### config.mk
export PLATFORM = sky130hd
export DESIGN_NAME = ktbl_ram
export DESIGN_NICKNAME = d
export VERILOG_FILES = /design/src/hw/rtl/ktbl_ram.sv
export SDC_FILE = /design/constraint.sdc
export NUM_CORES = 2
export LEC_CHECK = 0
export BUFFER_PORTS_ARGS = -buffer_cell sky130_fd_sc_hd__buf_4
export CORE_MARGIN = 2
export CORE_UTILIZATION = 44
export CTS_CLUSTER_DIAMETER = 200
export CTS_CLUSTER_SIZE = 28
export DETAILED_ROUTE_END_ITERATION = 12
export PLACE_DENSITY = 0.63
export SLEW_MARGIN = 10
export SYNTH_ARGS = -nofsm -noshare
export SYNTH_HDL_FRONTEND = slang
export SYNTH_SLANG_ARGS = --single-unit
### constraint.sdc
create_clock -name i_clk -period 5.1 [get_ports i_clk]
set_input_delay 1.275 -clock i_clk [delete_from_list [all_inputs] [get_ports i_clk]]
set_output_delay 1.275 -clock i_clk [all_outputs]
set_load 0.01 [all_outputs]
### src/hw/rtl/ktbl_ram.sv
`default_nettype none
module ktbl_ram #(
    parameter int WIDTH = 8,
    parameter int DEPTH = 256
) (
    input  wire logic                     i_clk,
    input  wire logic                     i_we,
    input  wire logic [$clog2(DEPTH)-1:0] i_waddr,
    input  wire logic [WIDTH-1:0]         i_wdata,
    input  wire logic [$clog2(DEPTH)-1:0] i_raddr,
    output logic      [WIDTH-1:0]         o_rdata
);
    logic [WIDTH-1:0] r_mem [DEPTH];

    // write and registered read
    always_ff @(posedge i_clk) begin
        if (i_we) begin
            r_mem[i_waddr] <= i_wdata;
        end
        o_rdata <= r_mem[i_raddr];
    end
endmodule
`default_nettype wire

==> results.md <==
- Setup_tns: 0 ns
- Drt total wl: between 150000 and 200000 µm
- Area of the core: roughly 180000 µm²
- Final nets: 3807
- Cells after synthesis: around 3.7k
- Fillers: 14.6k
- R2R Path End: o_rdata[5]
- Die ar.: 184000 µm²
- Area delta synth->final: 7.19%
- WL/cell: 31.2 µm
- Fmax achieved: 0.258 GHz
- Largest family of logic cells by synthesized area: multiplexers
- Hold slack final: between 1 and 1.5 ns
- Critical Path Start: i_raddr[1]
- Top-level port count: 34
- Sequential share of the synthesized area: 0.775
- Slew margin rel.: 0.212
- CP Class: in2reg
- TritonRoute pass-1 iters: 6
- Clk slew on worst S/H paths: 0.10 ns
- Share of layout cells above drive strength 1: 0.200
- Max-cap violations: 0
- Dpl ws: approximately 0.4 ns
- Min Tclk post-route: around 3.9 ns
- Crit end category: flip-flop
- Asr flop ratio synth: 0
- Slew at the pin with the worst max-slew slack: 1.18 ns
- Status: finished, final reports clean
- Post-CTS setup buffer count: 0
- Yosys warns: 0
- Num CTS Buffers: 83
- Unrepaired setup endpoints after global routing: false
- CTS tree: yes
- Tcrit/Tclk final: 0.761
- Largest net degree at the start of global routing: 150
- PnR worst setup slack: 1.22 ns
- Number of cell rows: between 150 and 200
- Number of synthesized flops with an enable pin: about 2k
- VDD IR max: 0.000275 V
- Yosys cell types: 55
- Iter 0 DRT Violations: between 5k and 6k
- CTS sink count: around 2k
- Adder-cell share of the synthesized area: 0
- Setup slack, reg-to-reg: 2.24 ns
- Avg Inst Size Synth: approximately 21 µm²
- Post-Syn Area: around 80000 µm²
- Post-synthesis xor/xnor area fraction: 0
- Final Wtd Congestion: 0.843
- Reg2reg start: r_mem[27][5]
- Post-route ant nets: 0
- Final setup vio count: 0
- Synthesis-stage register bit count: roughly 2.1k
- Port Buffers: 33
- Post-DP HPWL: 121000 µm
- Compound-Gate Fraction of Synth Area: 0.0342
- Crit path required time: 5.72 ns
- H-tree depth: 3
- Starting Density: 0.442
- Worst skew pair latency: 0.76 ns
- Drt drc: 0
- Commonest register cell after synthesis: edfxtp_1
- Most frequent cells in the layout: 2048 x edfxtp_1, 454 x mux4_2, 279 x nor2_1
- Die height: 429 µm
- Worst Skew: 0.0452 ns
- Most common cell after layout, fill and taps aside: edfxtp_1
- Synth Area in Simple Gates: 0.0263
- First-pass GRT wire length: 277000 µm
- WP data arrival: 4.50 ns
- Post-synthesis mux area share: 0.146
- R2r worst-path depth: 6
- Final Max Tran Viols: 0
- Syn Nets: between 3k and 4k
- Worst min path class: in2reg
- Longest Clk Path Bufs: 3
- Clock root buffer: clkbuf_16
- Routed vias/inst: 6.12
- Quantity of hold-fixing buffers added after cts: 0
- Worst setup SP type: input pin
- Worst-path fanout max: 121
- Initial antenna violation count: 3
- CTS-repair resized insts: 0
- Gr ovfl total: 0
- Chip width: 429 µm
- Vias: 37.9k
- Hold Violations, Final: 0
- CP Capture Point: o_rdata[5]
- PD cells: 334 nW/µm²
- P_leak: 25.5 nW
- GRT Total Usage: 0.208
- Vias in the first global route: 37.2k
## worst min path at each step
| stage | from | to | cells past startpoint |
|---|---|---|---|
| detailed placement | r_mem[33][5] | o_rdata[5] | 6 |
| global route | i_wdata[3] | r_mem[19][3] | 1 |
| floorplan | r_mem[40][3] | o_rdata[3] | 6 |
| CTS | i_wdata[3] | r_mem[19][3] | 1 |
| global placement | r_mem[32][5] | o_rdata[5] | 6 |
| finish | i_wdata[3] | r_mem[19][3] | 1 |
## critical path: stages
cell and delay [ns]:
buf_8 0.29, buf_12 0.45, mux4_2 0.45, a22o_1 0.20
a221oi_1 0.53, o32ai_1 0.26, nor3_1 0.54, nor4_1 0.13
## registers in the layout, summed over array words and instances (netlist names)
register and count:
r_mem 2048, o_rdata 8
## layout make-up
class,instances,area (µm²),share of cell area
antenna,4,10.0,0.000117
timing repair buffer,196,1810,0.0212
clock inverter,6,71.3,0.000836
tap,2370,2970,0.0348
clock buffer,119,2250,0.0264
inverter,2,7.51,0.0000880
sequential,2056,61700,0.723
multi-input combinational,1442,16500,0.193
## cells in the mapped netlist, types with 3 or more instances
| master | instances | area [µm²] |
|---|---|---|
| o22a_1 | 5 | 43.8 |
| nand3_1 | 34 | 170 |
| buf_2 | 31 | 155 |
| clkbuf_1 | 111 | 417 |
| a22o_1 | 8 | 70.1 |
| edfxtp_1 | 2048 | 61500 |
| a221oi_1 | 13 | 114 |
| o32ai_1 | 4 | 35.0 |
| o22ai_1 | 28 | 175 |
| buf_6 | 21 | 236 |
| nand2_1 | 33 | 124 |
| and2_1 | 6 | 37.5 |
| buf_12 | 8 | 160 |
| o221ai_1 | 46 | 403 |
| nor3_1 | 22 | 110 |
| nand4_1 | 10 | 62.6 |
| or2_2 | 4 | 25.0 |
| o21ai_0 | 10 | 50.1 |
| mux2i_1 | 134 | 1340 |
| nor2_1 | 282 | 1060 |
| buf_8 | 13 | 195 |
| nand2b_1 | 8 | 50.1 |
| nor2b_1 | 31 | 194 |
| a211oi_1 | 16 | 120 |
| o211ai_1 | 10 | 75.1 |
| buf_4 | 27 | 203 |
| nor4_1 | 24 | 150 |
| nor4_2 | 3 | 37.5 |
| buf_1 | 22 | 82.6 |
| dfxtp_1 | 8 | 160 |
| mux4_2 | 454 | 10200 |
| a21oi_1 | 96 | 480 |
| a22oi_1 | 133 | 998 |
## metal layers
layer | part of all wire | GRT usage | vias to the layer above
li1 | - | - | 15600
met1 | 0.42 | 0.304 | 20500
met2 | 0.48 | 0.331 | 1558
met3 | 0.074 | 0.0305 | 200
met4 | 0.023 | 0.0519 | 0
met5 | 0 | 0 | -
## cells by family after synthesis
group / Yosys count
flip-flops: 2056
multiplexers: 591
AND/OR/NAND/NOR: 466
buffers and inverters: 235
AO/OA/AOI/OAI: 385
## stage by stage
| stage | instance area (µm²) | utilization | std cells | total power, mW |
|---|---|---|---|---|
| finish | 85300 | 0.473 | 6195 | 28.5 |
| global route | 85300 | 0.473 | 6191 | 29.2 |
| CTS | 85300 | 0.473 | 6191 | 28.6 |
| detailed placement | 82900 | 0.460 | 6066 | 20.7 |
| global placement | 82900 | 0.460 | 6066 | 20.7 |
| floorplan | 79600 | - | 3733 | 19.9 |
## where the power goes
part	total (mW)	leakage [nW]	switching [mW]	internal, mW
clock	8.12	1.12	4.97	3.14
combinational	1.71	5.87	1.11	0.595
sequential	18.6	18.5	0.0336	18.6
total	28.5	25.5	6.12	22.3
(Power assumes the default switching activity.)
