File: src/hw/rtl/ktbl_pkg.sv
`default_nettype none
package ktbl_pkg;
    localparam logic [1:0] CMD_ALLOW  = 2'd0;
    localparam logic [1:0] CMD_STATUS = 2'd1;
    localparam logic [1:0] CMD_CONFIG = 2'd2;
    localparam logic [1:0] CMD_NONE   = 2'd3;

    localparam logic [0:0] REG_DEFAULT_RATE = 1'b0;
    localparam logic [0:0] REG_DEFAULT_CAP  = 1'b1;

    localparam int MT_PER_TOKEN = 1000;
    localparam int LEVEL_W      = 26;
    localparam int ENTRY_W      = 16 + 16 + LEVEL_W + 32;

    // bucket entry as stored in the table
    typedef struct packed {
        logic [15:0]        rate;
        logic [15:0]        capacity;
        logic [LEVEL_W-1:0] tokens;
        logic [31:0]        last_time;
    } t_entry;

    // divider control
    typedef struct packed {
        logic               start;
        logic [LEVEL_W-1:0] dividend;
        logic [15:0]        divisor;
    } t_div_req;
endpackage
`default_nettype wire

File: src/hw/rtl/ktbl_div.sv
`default_nettype none
module ktbl_div (
    input  wire logic               i_clk,
    input  wire logic               i_rst_n,
    input  wire ktbl_pkg::t_div_req i_req,
    output logic                    o_done,
    output logic [ktbl_pkg::LEVEL_W-1:0] o_quot
);
    import ktbl_pkg::*;

    localparam int CNT_W = $clog2(LEVEL_W + 1);

    logic [LEVEL_W-1:0] r_quot;
    logic [16:0]        r_rem;
    logic [15:0]        r_div;
    logic [CNT_W-1:0]   r_cnt;
    logic               r_busy;
    logic               r_done;
    logic [16:0]        w_shift;
    logic [17:0]        w_diff;

    assign w_shift = {r_rem[15:0], r_quot[LEVEL_W-1]};
    assign w_diff  = {1'b0, w_shift} - {2'b00, r_div};

    // one quotient bit per cycle, restoring
    always_ff @(posedge i_clk) begin
        if (!i_rst_n) begin
            r_busy <= 1'b0;
            r_done <= 1'b0;
            r_cnt  <= '0;
        end else begin
            r_done <= 1'b0;
            if (i_req.start) begin
                r_busy <= 1'b1;
                r_cnt  <= CNT_W'(LEVEL_W);
            end else if (r_busy) begin
                r_cnt <= r_cnt - 1'b1;
                if (r_cnt == CNT_W'(1)) begin
                    r_busy <= 1'b0;
                    r_done <= 1'b1;
                end
            end
        end
    end

    always_ff @(posedge i_clk) begin
        if (i_req.start) begin
            r_quot <= i_req.dividend;
            r_rem  <= '0;
            r_div  <= i_req.divisor;
        end else if (r_busy) begin
            if (!w_diff[17]) begin
                r_rem  <= w_diff[16:0];
                r_quot <= {r_quot[LEVEL_W-2:0], 1'b1};
            end else begin
                r_rem  <= w_shift;
                r_quot <= {r_quot[LEVEL_W-2:0], 1'b0};
            end
        end
    end

    assign o_done = r_done;
    assign o_quot = r_quot;
endmodule
`default_nettype wire

File: config.mk
export PLATFORM = sky130hd
export DESIGN_NAME = ktbl_div
export DESIGN_NICKNAME = d
export VERILOG_FILES = /design/src/hw/rtl/ktbl_pkg.sv /design/src/hw/rtl/ktbl_div.sv
export SDC_FILE = /design/constraint.sdc
export NUM_CORES = 1
export LEC_CHECK = 0
export ABC_AREA = 1
export BUFFER_PORTS_ARGS = -buffer_cell sky130_fd_sc_hd__buf_2
export CAP_MARGIN = 20
export CORE_MARGIN = 4
export CORE_UTILIZATION = 45
export CTS_CLUSTER_SIZE = 30
export DETAILED_ROUTE_END_ITERATION = 16
export GPL_TIMING_DRIVEN = 0
export HOLD_SLACK_MARGIN = 0.02
export PLACE_DENSITY = 0.67
export SLEW_MARGIN = 0
export SYNTH_ARGS = -nofsm -noshare
export SYNTH_HDL_FRONTEND = slang
export SYNTH_SLANG_ARGS = --single-unit
File: constraint.sdc
create_clock -name i_clk -period 2.2 [get_ports i_clk]
set_input_delay 0.11 -clock i_clk [delete_from_list [all_inputs] [get_ports i_clk]]
set_output_delay 0.11 -clock i_clk [all_outputs]
set_load 0.01 [all_outputs]
==> results.toml, run 1 <==
[finish]
num_antenna_cells = 0
nNetsFinal = 646
syn_to_final_growth_pct = 25.1
seq_area_um2 = 1720
drive_gt1_share_pct = 18.9
fill_cells = 763
multi_input_area_um2 = 1710

[floorplanning]
core-area_um2 = 8180
die_w_um = 99.4
dieHeight_um = 99.4
fp-row-count = 33
io_pins = 72
dieArea_um2 = 9880
start_util_pct = 46.0

[global_routing]
globalRouteOverflowTotal = 0
grt_pass1_wl_mm = 15.2
grt_max_degree = 22
first_global_vias = 3460
grt_usage_pct = 19.1
antenna_found_initial = 0

[routing]
drt_iter0_drc = 141
ant_nets = 0
drt_wl_total_mm = 8.85
viasPerCell = 4.86
vias = 3360
routedWlPerCell_um = 12.8
route.detailed.drc = 0
first_pass_iters = 7

[synth]
synthMuxAreaShare_pct = 0
yosys.area_share.simple_pct = 32.6
ys_seq_elements = 65
synth_top_family_by_area = "simple AND/OR/NAND/NOR gates"
netlist_area_um2 = 3760
synthFlopType = "edfxtp_1"
yosys.area_share.xor_xnor_pct = 1.86
synth_fa_ha_area_share_pct = 6.52
syn_inst = 482
postSynthAreaPerCell_um2 = 7.80
yosysTopAreaCellShare_pct = 33.6
async_reset_ff_share_pct = 0
synthTopCellsByArea = "edfxtp_1 (34%), nand2_1 (19%), dfxtp_1 (12%), inv_1 (7.3%), ha_1 (6.0%)"
synth-compound-area-share_pct = 4.23
ys.warnings.count = 0
synth_seq_area_share_pct = 45.8
synth_top_area_cell = "edfxtp_1"
yosys.cell_types.count = 33
syn_nets = 546
synth-edff-count = 42

[sta]
period_needed_ns = 2.04
period_share_pct = 92.7
final_max_slew_viol_count = 0
fin_setup_tns_ns = 0
worst_pin_slew_ns = 0.731
fin_ws_ns = 0.162
timing.slew.headroom_pct = 51.1
hold_violations = 0
setup_viol = 0
max_freq_mhz = 491
skew_ns = 0.0140
grt_setup_unrepaired = "false"

[placement]
place_ws_ns = -0.0490
port_buffers = 71
place_congestion = 0.980
dp_hpwl_mm = 6.65

[pwr]
powerDensity_nw_per_um2 = 665
comb_power_share_pct = 14.0
clkPwrFrac_pct = 40.0
seqPwrFrac_pct = 46.0
internal_power_mw = 2.34
leakage_nw = 2.45
vdd_ir_drop_max_mv = 0.431
power_switching_mw = 0.790
swShare_pct = 25.3

[setup_path]
cp_max_fo = 10
worst_setup_path_end_kind = "flop"
critPathRequiredTime_ns = 2.48
worst_ep_arrival_time_ns = 2.32
start_kind = "flop"
critPathKind = "flop to flop"

[clocking]
cts_setup_buffers = 0
cts_made_buffers = 9
clockBufferDepth = 2
cts_root_buf = "clkbuf_8"
cts.htree.levels = 3
cts.clk_slew.worst_paths_ns = 0.08
cts_tree = "yes"
clock_latency_ns = 0.34
cts.sinks = 65

[worst_hold_path]
min_path_type = "input pin to flop"

[run_status]
status = "complete, no violations"

[job]
maxCapViolations = 0
==> power groups by stage <==
| stage | registers, mW | logic, mW | clock network (mW) |
|---|---|---|---|
| 5_1_grt | 1.45 | 0.495 | 1.35 |
| 3_3_place_gp | 1.47 | 0.395 | 0 |
| 3_5_place_dp | 1.46 | 0.412 | 0 |
| 4_1_cts | 1.44 | 0.438 | 1.28 |
| 2_1_floorplan | 1.48 | 0.222 | 0 |
| 6_report | 1.44 | 0.439 | 1.25 |
==> synth_stat cells (2+ instances only) <==
master / n
a31oi_1: 3
nand2_4: 2
o21ai_0: 8
inv_1: 73
nand3_2: 5
nor3_1: 2
dfxtp_1: 23
ha_1: 18
xor2_1: 3
nand3b_1: 6
nand4_1: 6
edfxtp_1: 42
nand2_1: 191
nand2_2: 4
a21oi_1: 12
clkbuf_1: 7
xnor2_1: 5
nand3_1: 41
nor2_2: 2
and2_1: 2
nor2_1: 15
==> metrics by stage <==
| step | power, mW | utilization [%] | instances | hold WS (ns) | instance area [um2] |
|---|---|---|---|---|---|
| 2_1_floorplan | 1.71 | - | 482 | 0.209 | 3760 |
| 3_3_place_gp | 1.86 | 51.9 | 658 | 0.287 | 4250 |
| 3_5_place_dp | 1.87 | 52.3 | 659 | 0.288 | 4270 |
| 4_1_cts | 3.16 | 57.3 | 692 | 0.0200 | 4690 |
| 5_1_grt | 3.29 | 57.5 | 692 | 0.0308 | 4700 |
| 6_report | 3.13 | 57.5 | 692 | 0.0365 | 4700 |
==> sequential cells by signal, indices dropped and copies added, names as in the netlist <==
name,cells
o_quot,26
r_div,16
r_busy,1
r_cnt,5
o_done,1
r_rem,16
==> timing repair <==
action | in CTS | in global routing
hold endpoints to repair | 17 | 0
endpoints found under the setup margin | 0 | 6
resized for setup | 0 | 4
hold buffers | 17 | 0
==> final timing paths <==
check        slack, ns  cells after the start          to       from
max               0.16                     12   r_rem[12]  r_div[10]
min               0.04                      3  o_quot[17]  i_req[33]
max reg2reg       0.16                     12   r_rem[12]  r_div[10]
min reg2reg       0.47                      2   r_rem[11]  r_rem[11]
==> cells by family after synthesis <==
logic type               after synthesis
XOR/XNOR                               8
AO/OA/AOI/OAI                         27
adder cells (fa/ha/maj)               19
buffers and inverters                 84
AND/OR/NAND/NOR                      279
flip-flops                            65
==> cell type report <==
type                    count  share of cell area (%)
clock inverters             6                    2.45
repair buffers             89                    11.8
multi-input cells         333                    36.5
well taps                 105                    2.79
inverters                  73                    5.83
plain buffers              11                    1.38
clock buffers              10                    2.71
flip-flops and latches     65                    36.6
==> worst max-delay path, cell delays in order, from the launching register on <==
cell	delay, ns
edfxtp_1	0.33
inv_1	0.04
ha_1	0.34
nand2_1	0.10
nand2_1	0.07
nand2_1	0.07
nand3_2	0.11
a21oi_4	0.37
nand2_4	0.14
buf_8	0.17
nand2_1	0.08
nand3_1	0.08
nand2_1	0.07
==> layout by cell type (no fill, tap or decap), types with 8 or more instances in the layout <==
master	synthesis	layout
nand2_1	191	191
inv_1	73	73
buf_2	1	72
edfxtp_1	42	42
nand3_1	41	40
dfxtp_1	23	23
ha_1	18	18
dlygate4sd3_1	0	17
nor2_1	15	15
a21oi_1	12	11
clkbuf_8	0	9
clkbuf_1	7	8
o21ai_0	8	8
==> layer usage <==
metal | vias up | track usage, % | share of wire, %
met1 | 1522 | 24.1 | 46
met2 | 94 | 31.9 | 47
met3 | 9 | 4.56 | 5.9
met5 | - | 0 | 0
met4 | 0 | 6.72 | 1.3
li1 | 1735 | - | -
(Power assumes the default switching activity.)
==> run 2, diff against run 1 <==
--- a/config.mk
+++ b/config.mk
@@ -9,12 +9,12 @@
 export BUFFER_PORTS_ARGS = -buffer_cell sky130_fd_sc_hd__buf_2
 export CAP_MARGIN = 20
 export CORE_MARGIN = 4
-export CORE_UTILIZATION = 45
+export CORE_UTILIZATION = 56
 export CTS_CLUSTER_SIZE = 30
 export DETAILED_ROUTE_END_ITERATION = 16
 export GPL_TIMING_DRIVEN = 0
 export HOLD_SLACK_MARGIN = 0.02
-export PLACE_DENSITY = 0.67
+export PLACE_DENSITY = 0.81
 export SLEW_MARGIN = 0
 export SYNTH_ARGS = -nofsm -noshare
 export SYNTH_HDL_FRONTEND = slang
==> run 2 against run 1 <==
Global-route usage grew 4.8 points. Design area grew 0.27%. Wire length grew 5.5%. Core utilization is 16 points higher. Clock-buffer cell count is 4 higher. Register-to-register slack is essentially flat. Total power fell by 0.88%. Sequential power is essentially flat. Die area decreased by 18%. Cell count decreased by 3.0%. Flip-flop and latch count unchanged. First-iteration DRC count up 40%. Critical endpoint unchanged. Largest power group unchanged.
==> results.toml, run 2 (same netlist as run 1, synthesis figures left out) <==
[finish]
fill_cells = 473
fin_cells = 671
utilization_pct = 73.4
layout_commonest_cell = "nand2_1"
num_antenna_cells = 0
design_area_um2 = 4710
seq_area_um2 = 1720
final_cell_mix = "nand2_1 (189), inv_1 (73), buf_2 (72)"
largest_register_ffs = 26
syn_to_final_growth_pct = 25.4
nNetsFinal = 653
drive_gt1_share_pct = 19.7
multi_input_area_um2 = 1710

[setup_path]
critPathRequiredTime_ns = 2.44
worst_setup_path_end_kind = "flop"
cp_max_fo = 4
worst_ep_arrival_time_ns = 2.28
start_kind = "flop"
critPathKind = "flop to flop"
ff2ff_path_depth = 13

[sta]
grt_setup_unrepaired = "false"
period_share_pct = 92.8
holdWs_ns = 0.0273
hold_violations = 0
skew_ns = 0.00879
period_needed_ns = 2.04
setup_viol = 0
final_max_slew_viol_count = 0
worst_pin_slew_ns = 0.691
max_freq_mhz = 490
timing.slew.headroom_pct = 53.8

[worst_hold_path]
min_path_cells = 3
min_path_type = "input pin to flop"

[pwr]
vdd_ir_drop_max_mv = 0.453
leakage_nw = 2.48
powerDensity_nw_per_um2 = 658
comb_power_share_pct = 14.9
power_switching_mw = 0.776
internal_power_mw = 2.32
swShare_pct = 25.0
clkPwrFrac_pct = 38.7
seqPwrFrac_pct = 46.5

[clocking]
cts_tree = "yes"
cts.htree.levels = 3
clock_latency_ns = 0.35
cts_made_buffers = 9
clockBufferDepth = 2
cts.sinks = 65
cts.clk_slew.worst_paths_ns = 0.07
cts_root_buf = "clkbuf_8"

[global_routing]
grt_max_degree = 33
grt_pass1_wl_mm = 15.7
globalRouteOverflowTotal = 0
met2_usage_pct = 40.9
first_global_vias = 3499
busiest_layer = "met2"
met1_usage_pct = 28.8
antenna_found_initial = 0
grt.met3_usage_pct = 5.18
grt_usage_pct = 23.9

[job]
maxCapViolations = 0

[floorplanning]
fp-row-count = 29
io_pins = 72
core-area_um2 = 6420
start_util_pct = 58.5
die_w_um = 89.9
dieHeight_um = 89.9
dieArea_um2 = 8090

[run_status]
status = "complete, no violations"

[placement]
dp_hpwl_mm = 6.67
placed_cells = 630
post_dp_cell_area_um2 = 4210
place_congestion = 0.985
port_buffers = 71

[routing]
viasPerCell = 5.21
drt_iter0_drc = 197
vias = 3498
ant_nets = 0
first_pass_iters = 5
drt_wl_total_mm = 9.34
route.detailed.drc = 0
routedWlPerCell_um = 13.9
[run 2: layout make-up]
type / count / share of cell area (%)
sequential: 65 / 36.5
multi-input combinational: 333 / 36.4
timing repair buffer: 96 / 13.0
inverter: 73 / 5.81
clock buffer: 14 / 3.66
tap: 77 / 2.04
buffer: 11 / 1.38
clock inverter: 2 / 1.27
[run 2: timing repair]
action | CTS | global route
hold buffers | 19 | 0
gates resized for setup | 1 | 4
pin swaps | 0 | 3
setup buffers | 0 | 5
endpoints found under the setup margin | 1 | 7
endpoints found under the hold margin | 19 | 0
[run 2: path summary, 6_finish.rpt]
kind              start    endpoint  slack (ns)
min reg2reg    r_rem[9]    r_rem[9]        0.47
max reg2reg  o_quot[25]   r_rem[12]        0.16
min           i_req[35]  o_quot[19]        0.03
max          o_quot[25]   r_rem[12]        0.16
[run 2: layer usage]
layer	part of all wire (%)	routed length, um
met4	2.5	230
met3	8.5	791
met5	0	0
met2	49	4540
met1	40	3780
[run 2: power groups by stage]
stage | Clock [mW] | Sequential [mW] | Combinational [mW]
floorplan | 0 | 1.48 | 0.222
finish | 1.20 | 1.44 | 0.461
CTS | 1.21 | 1.44 | 0.436
global route | 1.26 | 1.45 | 0.515
global placement | 0 | 1.46 | 0.392
detailed placement | 0 | 1.46 | 0.407
[run 2: critical path: stages (launching register included)]
cell,delay (ns)
edfxtp_1,0.39
inv_1,0.09
ha_1,0.14
inv_1,0.09
fa_2,0.40
nand3_1,0.11
nand3_2,0.13
buf_4,0.16
nand3_1,0.07
nand4_1,0.08
nand2_1,0.09
nand2_1,0.07
nand3_1,0.07
nand2_1,0.05
[run 2: metrics by stage]
step | power, mW | setup WS [ns] | TNS (ns)
2_1_floorplan | 1.71 | 0.277 | 0
3_3_place_gp | 1.86 | -0.175 | -5.12
3_5_place_dp | 1.87 | -0.251 | -7.68
4_1_cts | 3.09 | 0.0314 | 0
5_1_grt | 3.23 | 0.00654 | 0
6_report | 3.10 | 0.158 | 0
==> run 3, diff against run 2 <==
--- a/config.mk
+++ b/config.mk
@@ -9,12 +9,12 @@
 export BUFFER_PORTS_ARGS = -buffer_cell sky130_fd_sc_hd__buf_2
 export CAP_MARGIN = 20
 export CORE_MARGIN = 4
-export CORE_UTILIZATION = 56
+export CORE_UTILIZATION = 50
 export CTS_CLUSTER_SIZE = 30
 export DETAILED_ROUTE_END_ITERATION = 16
 export GPL_TIMING_DRIVEN = 0
 export HOLD_SLACK_MARGIN = 0.02
-export PLACE_DENSITY = 0.81
+export PLACE_DENSITY = 0.76
 export SLEW_MARGIN = 0
 export SYNTH_ARGS = -nofsm -noshare
 export SYNTH_HDL_FRONTEND = slang
==> constraint.sdc (replaced) <==
create_clock -name i_clk -period 1.73 [get_ports i_clk]
set_input_delay 0.0865 -clock i_clk [delete_from_list [all_inputs] [get_ports i_clk]]
set_output_delay 0.0865 -clock i_clk [all_outputs]
set_load 0.01 [all_outputs]
==> run 3 against run 2 <==
The flow now finishes with violations (setup timing). Register-to-register slack worse by 0.43 ns. Cell count is 12% higher. Maximum frequency is 1.8% higher. Flip-flop and latch count stayed put. Critical path depth is 2 lower. Critical path type unchanged. Highest routed layer unchanged.
==> results.toml, run 3 (same netlist as run 1, synthesis figures left out) <==
[sta]
hold_violations = 0
setup_viol = 17
final_max_slew_viol_count = 0
period_share_pct = 116
fin_ws_ns = -0.276
worst_pin_slew_ns = 0.731
period_needed_ns = 2.01
fin_setup_tns_ns = -3.21
max_freq_mhz = 498
timing.slew.headroom_pct = 51.1
grt_setup_unrepaired = "true"
skew_ns = 0.0118

[setup_path]
start_kind = "flop"
cpMaxStageDelayCell = "edfxtp_1"
cp_max_fo = 4
critPathKind = "flop to flop"
worst_ep_arrival_time_ns = 2.24
worst_setup_path_end_kind = "flop"
cpPeakStageDelay_ns = 0.41
critPathRequiredTime_ns = 1.97
cp_cell_sequence = "inv_2 -> ha_4 -> inv_2 -> fa_2 -> nand3_2 -> nand3_4 -> a21oi_4 -> xor2_2 -> nand2_1 -> nand3_1 -> nand2_1"

[floorplanning]
fp-row-count = 31
dieArea_um2 = 8970
dieHeight_um = 94.7
start_util_pct = 51.5
io_pins = 72
core-area_um2 = 7290
die_w_um = 94.7

[routing]
drt_wl_total_mm = 13.4
drt_iter0_drc = 404
route.detailed.drc = 0
vias = 4156
first_pass_iters = 6
ant_nets = 0
viasPerCell = 5.54
routedWlPerCell_um = 17.9

[finish]
final_cell_mix = "nand2_1 (168), buf_2 (72), inv_1 (54)"
largest_register_ffs = 26
layout_commonest_cell = "nand2_1"
fin_cells = 750
syn_to_final_growth_pct = 50.2
drive_gt1_share_pct = 34.6
design_area_um2 = 5650
utilization_pct = 77.4
num_antenna_cells = 0
nNetsFinal = 710

[run_status]
violations = "setup timing"
status = "complete, but fails checks"

[pwr]
vdd_ir_drop_max_mv = 0.480
total_power_mw = 3.79
leakage_nw = 2.81
powerDensity_nw_per_um2 = 671

[placement]
port_buffers = 71
dp_hpwl_mm = 6.63
placed_cells = 653
place_congestion = 1.04
post_dp_cell_area_um2 = 4280

[global_routing]
globalRouteOverflowTotal = 0
grt_usage_pct = 30.1
antenna_found_initial = 0
grt_max_degree = 22
grt_pass1_wl_mm = 20.4
first_global_vias = 4188

[clocking]
cts_made_buffers = 9
cts.sinks = 65
clock_latency_ns = 0.35
cts.clk_slew.worst_paths_ns = 0.07
clockBufferDepth = 2
cts_tree = "yes"
cts_root_buf = "clkbuf_8"
cts.htree.levels = 3

[worst_hold_path]
min_path_type = "input pin to flop"

[job]
maxCapViolations = 0
## run 3: through the flow
| stage | hold WS, ns | setup WS [ns] |
|---|---|---|
| floorplan | 0.185 | -0.0900 |
| global placement | 0.263 | -0.651 |
| detailed placement | 0.265 | -0.395 |
| CTS | 0.131 | -0.112 |
| global route | 0.131 | -0.320 |
| finish | 0.140 | -0.276 |
## run 3: power by group
group	internal (mW)	switching, mW
Sequential	1.78	0.0650
Combinational	0.376	0.453
Clock	0.501	0.613
Total	2.66	1.13
## run 3: repair_timing
item / in CTS / in global routing
pin swaps: 44 / 22
hold endpoints to repair: 42 / 0
hold buffers: 42 / 0
gates resized for setup: 93 / 23
cloned: 3 / 0
buffers inserted: 30 / 8
endpoints found under the setup margin: 37 / 44
## run 3: cell type report
type | instances | area (um2)
Clock buffer | 9 | 124
Inverter | 73 | 280
Clock inverter | 7 | 37.5
Sequential cell | 65 | 1720
Fill cell | 474 | 1650
Multi-Input combinational cell | 333 | 2140
Tap cell | 99 | 124
Buffer | 11 | 72.6
Timing Repair Buffer | 153 | 1140
## run 3: final timing paths
check / startpoint / to / slack (ns) / cells past startpoint
setup / recovery: o_quot[25] / r_rem[8] / -0.28 / 11
hold reg to reg: r_cnt[0] / r_cnt[0] / 0.49 / 2
setup reg to reg: o_quot[25] / r_rem[8] / -0.28 / 11
hold / removal: i_req[16] / o_quot[0] / 0.14 / 3
## run 3: routing by layer
layer  global-route usage, %  wire length (um)
met5                       0                 0
met4                    18.1               710
met3                    8.69              1260
met2                    51.2              6500
met1                    33.1              4920
## run 3: critical path, delay by kind of cell, from the launching register on
family | cells | cell delay [ns]
xor+xnor | 1 | 0.18
buf+inv | 2 | 0.14
flops | 1 | 0.41
compound gates | 1 | 0.22
simple gates | 5 | 0.44
fa+ha+maj | 2 | 0.50
